File: config.mk
export PLATFORM = sky130hd
export DESIGN_NAME = arch_hash
export DESIGN_NICKNAME = d
export VERILOG_FILES = /design/src/sv/arch_pkg.sv /design/src/sv/arch_hash.sv
export SDC_FILE = /design/constraint.sdc
export NUM_CORES = 2
export LEC_CHECK = 0
export BUFFER_PORTS_ARGS = -buffer_cell sky130_fd_sc_hd__clkbuf_2
export CORE_ASPECT_RATIO = 0.75
export CORE_MARGIN = 3
export CORE_UTILIZATION = 30
export CTS_CLUSTER_SIZE = 24
export DETAILED_ROUTE_END_ITERATION = 7
export PLACE_DENSITY = 0.53
export RECOVER_POWER = 25
export REMOVE_ABC_BUFFERS = 1
export SETUP_SLACK_MARGIN = 0.15
export SLEW_MARGIN = 30
export SYNTH_ARGS = -nofsm -noshare
export SYNTH_HDL_FRONTEND = slang
export SYNTH_SLANG_ARGS = --single-unit
File: constraint.sdc
create_clock -name clock -period 6.6 [get_ports clock]
set_input_delay 0.33 -clock clock [delete_from_list [all_inputs] [get_ports clock]]
set_output_delay 0.33 -clock clock [all_outputs]
set_load 0.005 [all_outputs]
File: src/sv/arch_pkg.sv
// ----------------------------------------------------------------------------
// arch_pkg: shared types and constants
// Command codes, sequencer states and fixed widths of the range hash table.
// ----------------------------------------------------------------------------
package arch_pkg;

   localparam int ADDR_W = 64;
   localparam int DIGIT_W = 16;
   localparam logic [63:0] FIB_MULT = 64'h9E37_79B9_7F4A_7C15;

   typedef enum logic [1:0] {
      CMD_ADD   = 2'd0,
      CMD_DEL   = 2'd1,
      CMD_FIND  = 2'd2,
      CMD_CLEAR = 2'd3
   } cmd_type;

   typedef enum logic [3:0] {
      ST_CLEAR,
      ST_IDLE,
      ST_CHECK,
      ST_HSTART,
      ST_HASH,
      ST_READ,
      ST_PROBE,
      ST_SH_READ,
      ST_SH_EVAL,
      ST_SH_HSTART,
      ST_SH_HASH,
      ST_SH_MOVE,
      ST_SH_CLR,
      ST_DONE
   } state_type;

endpackage

File: src/sv/arch_hash.sv
// ----------------------------------------------------------------------------
// arch_hash: Fibonacci home-slot hash
// Multiplies the chunk by the golden-ratio constant one 16-bit digit per
// cycle and returns the top index bits of the 64-bit product.
// ----------------------------------------------------------------------------
module arch_hash
   import arch_pkg::*;
#(
   parameter int KEY_W = 48,
   parameter int IDX_W = 12
) (
   input  logic             clock,
   input  logic             reset,
   input  logic             start,
   input  logic [KEY_W-1:0] key,
   output logic             done,
   output logic [IDX_W-1:0] home
);

   localparam int NDIG = (KEY_W + DIGIT_W - 1) / DIGIT_W;
   localparam int PAD_W = NDIG * DIGIT_W;
   localparam int CNT_W = (NDIG > 1) ? $clog2(NDIG) : 1;

   logic [PAD_W-1:0] key_ff;
   logic [63:0]      acc_ff;
   logic [63:0]      mult_ff;
   logic [CNT_W-1:0] cnt_ff;
   logic             busy_ff;
   logic             done_ff;
   logic [63:0]      prod;

   assign prod = {{(64-DIGIT_W){1'b0}}, key_ff[DIGIT_W-1:0]} * mult_ff;

   always_ff @(posedge clock) begin
      if (reset) begin
         busy_ff <= 1'b0;
         done_ff <= 1'b0;
      end else begin
         done_ff <= 1'b0;
         if (start) begin
            busy_ff <= 1'b1;
         end else if (busy_ff && cnt_ff == CNT_W'(NDIG - 1)) begin
            busy_ff <= 1'b0;
            done_ff <= 1'b1;
         end
      end
   end

   always_ff @(posedge clock) begin
      if (start) begin
         key_ff  <= PAD_W'(key);
         acc_ff  <= '0;
         mult_ff <= FIB_MULT;
         cnt_ff  <= '0;
      end else if (busy_ff) begin
         key_ff  <= key_ff >> DIGIT_W;
         acc_ff  <= acc_ff + prod;
         mult_ff <= mult_ff << DIGIT_W;
         cnt_ff  <= cnt_ff + 1'b1;
      end
   end

   assign done = done_ff;
   assign home = acc_ff[63 -: IDX_W];

endmodule

==> metrics.txt <==
nets=between 3000 and 4000; proportion of layout cells with a drive suffix above 1=between 20 and 25%; routed wire length=82800 um; Clock Latency Late Sink=520 ps; layout filler cell count=between 8000 and 9000; #FFs+latches synth=128; Total GRT Usage=between 10% and 20%; Mean Syn Cell Area=just under 10 um2; num ports=64; maxcap violations=2; vias in the first global route=18900; DR iter-0 viols=about 1400; Synth Instances=~2700; largest cells by area after synthesis=fa_1 (44%), inv_1 (12%), ha_1 (10%); Area Growth Syn to Fin=21.1%; number of CTS-inserted buffers=17; top_reg_cell synth=dfxtp_1; worst path required time=about 7000 ps; Clock Sink Count=between 100 and 150; CTS tree=built; failing checks=max-capacitance violations, max-slew violations; root buf cell=clkbuf_16; Post-DP HPWL=just over 70000 um; n_diodes=0; Slowest cell on crit path=fa_2; initial antenna violation count=0; vias=between 15000 and 20000; first-pass GRT wire length=about 120000 um; Synthesis Warnings=0; fin crit period=~6400 ps; Mapped Area=approximately 26000 um2; CP peak stage delay=around 560 ps; Critical Path Sink Type=flip-flop; Final Hold Fails=0; Slew headroom=-69.5%; starting density of the core=30.6%; Die Span Y=around 260 um; Yosys top cell area share=44.1%; Async S/R FF share, synth=0%; Worst Tran Pin Value=2540 ps; Critical Setup Path Class=reg -> reg; Worst Path Arrival=6760 ps; core area=roughly 85000 um2; outcome=complete, but fails checks; most common cell in the netlist=inv_1; post-synthesis sequential area ratio=between 10% and 20%; grt ovf=0; post-layout util=a little under two fifths; clk buf depth=2; Post-synth top cells=inv_1 (847), fa_1 (571), ha_1 (215), nand2_1 (163), a21oi_1 (86); GP Congestion=approximately 0.96; Final Cycle Share=a little over nine tenths; Worst Clk Skew=39.9 ps; drt first pass iters=5; Crit path top cell by count=fa_1; H-tree depth=4; crit start category=flip-flop; IO Port Bufs=63; DRC=0; RSZ-0062 raised after global routing=yes; Wirelength per Cell=20.0 um; site row count=between 90 and 100; number of enable flip-flop cells after synthesis=between 40 and 50; # setup viols final=0; Worst Hold Class=in -> reg; Die W=~350 um; fin. max-slew vios=83; largest net degree at the start of global routing=46; area leader, netlist=fa_1; CP max FO=4; max frequency=around 160 MHz; post-route antenna net violation count=0; library cells used by synthesis=66; die area=90100 um2; Clock transition at path regs=100 ps; DR vias/cell=around 4.5
==> layer usage <==
| metal | GRT usage, % | vias up | wire length (um) |
|---|---|---|---|
| li1 | - | 8620 | - |
| met1 | 29.3 | 9141 | 41400 |
| met2 | 24.4 | 633 | 31200 |
| met3 | 7.16 | 74 | 8880 |
| met4 | 3.81 | 0 | 1340 |
| met5 | 0 | - | 0 |
==> sequential cells by signal, summed over array words and instances (netlist names) <==
name / count
key_ff: 48
done: 1
busy_ff: 1
acc_ff: 64
mult_ff: 12
cnt_ff: 2
==> per-stage QoR <==
step                      setup TNS [ps]  worst slack, ps  cells  hold WS, ps  area, um2
after floorplan                        0              282   2596          399      25600
after global routing                   0             26.5   4142         87.6      31400
after global placement             -1430             -261   4067          447      29500
final                                  0              207   4142         98.5      31400
after CTS                              0              142   4116         56.5      30400
after detailed placement           -1750             -307   4067          459      29500
==> layout make-up <==
type	instances	area, um2	area share, %
clock buffers	18	450	1.43
clock inverters	14	153	0.486
inverters	850	3210	10.2
multi-input cells	1618	20200	64.4
flip-flops and latches	128	3050	9.72
well taps	1128	1410	4.49
repair buffers	386	2920	9.30
==> critical path, delay by kind of cell (launching register included) <==
kind	cells	cell delay [ps]
buffers and inverters	8	1110
XOR/XNOR	1	170
adder cells (fa/ha/maj)	7	3030
flip-flops	1	510
AND/OR/NAND/NOR	3	350
AO/OA/AOI/OAI	7	1040
==> cells in the final DEF, fill, tap and decap left out, types with 23 or more instances in the layout <==
| cell type | count |
|---|---|
| a21o_1 | 40 |
| a21oi_1 | 56 |
| a21oi_2 | 27 |
| and2_1 | 68 |
| buf_4 | 293 |
| clkbuf_2 | 58 |
| dfxtp_1 | 75 |
| edfxtp_1 | 48 |
| fa_1 | 525 |
| fa_2 | 46 |
| ha_1 | 189 |
| inv_1 | 815 |
| inv_2 | 28 |
| mux2_2 | 27 |
| mux2i_1 | 26 |
| nand2_1 | 142 |
| nor2_1 | 75 |
| o21ai_0 | 23 |
| xnor2_1 | 65 |
| xor2_1 | 27 |
==> cell families (layout without fill, tap and decap cells) <==
| group | count (synthesis) | count (layout) | synth area share, % |
|---|---|---|---|
| buffers and inverters | 936 | 1268 | 13.8 |
| flip-flops | 128 | 128 | 11.7 |
| AO/OA/AOI/OAI | 284 | 284 | 7.35 |
| adder cells (fa/ha/maj) | 786 | 786 | 54.4 |
| XOR/XNOR | 97 | 97 | 3.27 |
| multiplexers | 58 | 58 | 2.39 |
| AND/OR/NAND/NOR | 393 | 393 | 7.07 |
==> final timing paths <==
path | start | endpoint | slack (ps) | depth (start not counted)
max | key_ff[4] | acc_ff[49] | 210 | 26
min | key[0] | key_ff[0] | 100 | 2
max reg2reg | key_ff[4] | acc_ff[49] | 210 | 26
min reg2reg | acc_ff[40] | acc_ff[40] | 470 | 2
==> repair_timing <==
item,4_1_cts,5_1_grt
hold buffers,1,0
pin swaps,25,119
setup buffers,16,26
hold endpoints to repair,2,0
resized for setup,63,205
endpoints found under the setup margin,32,32
Power is not shown: default switching activity piles up to over one toggle a cycle in this logic, so the estimate is an artifact.
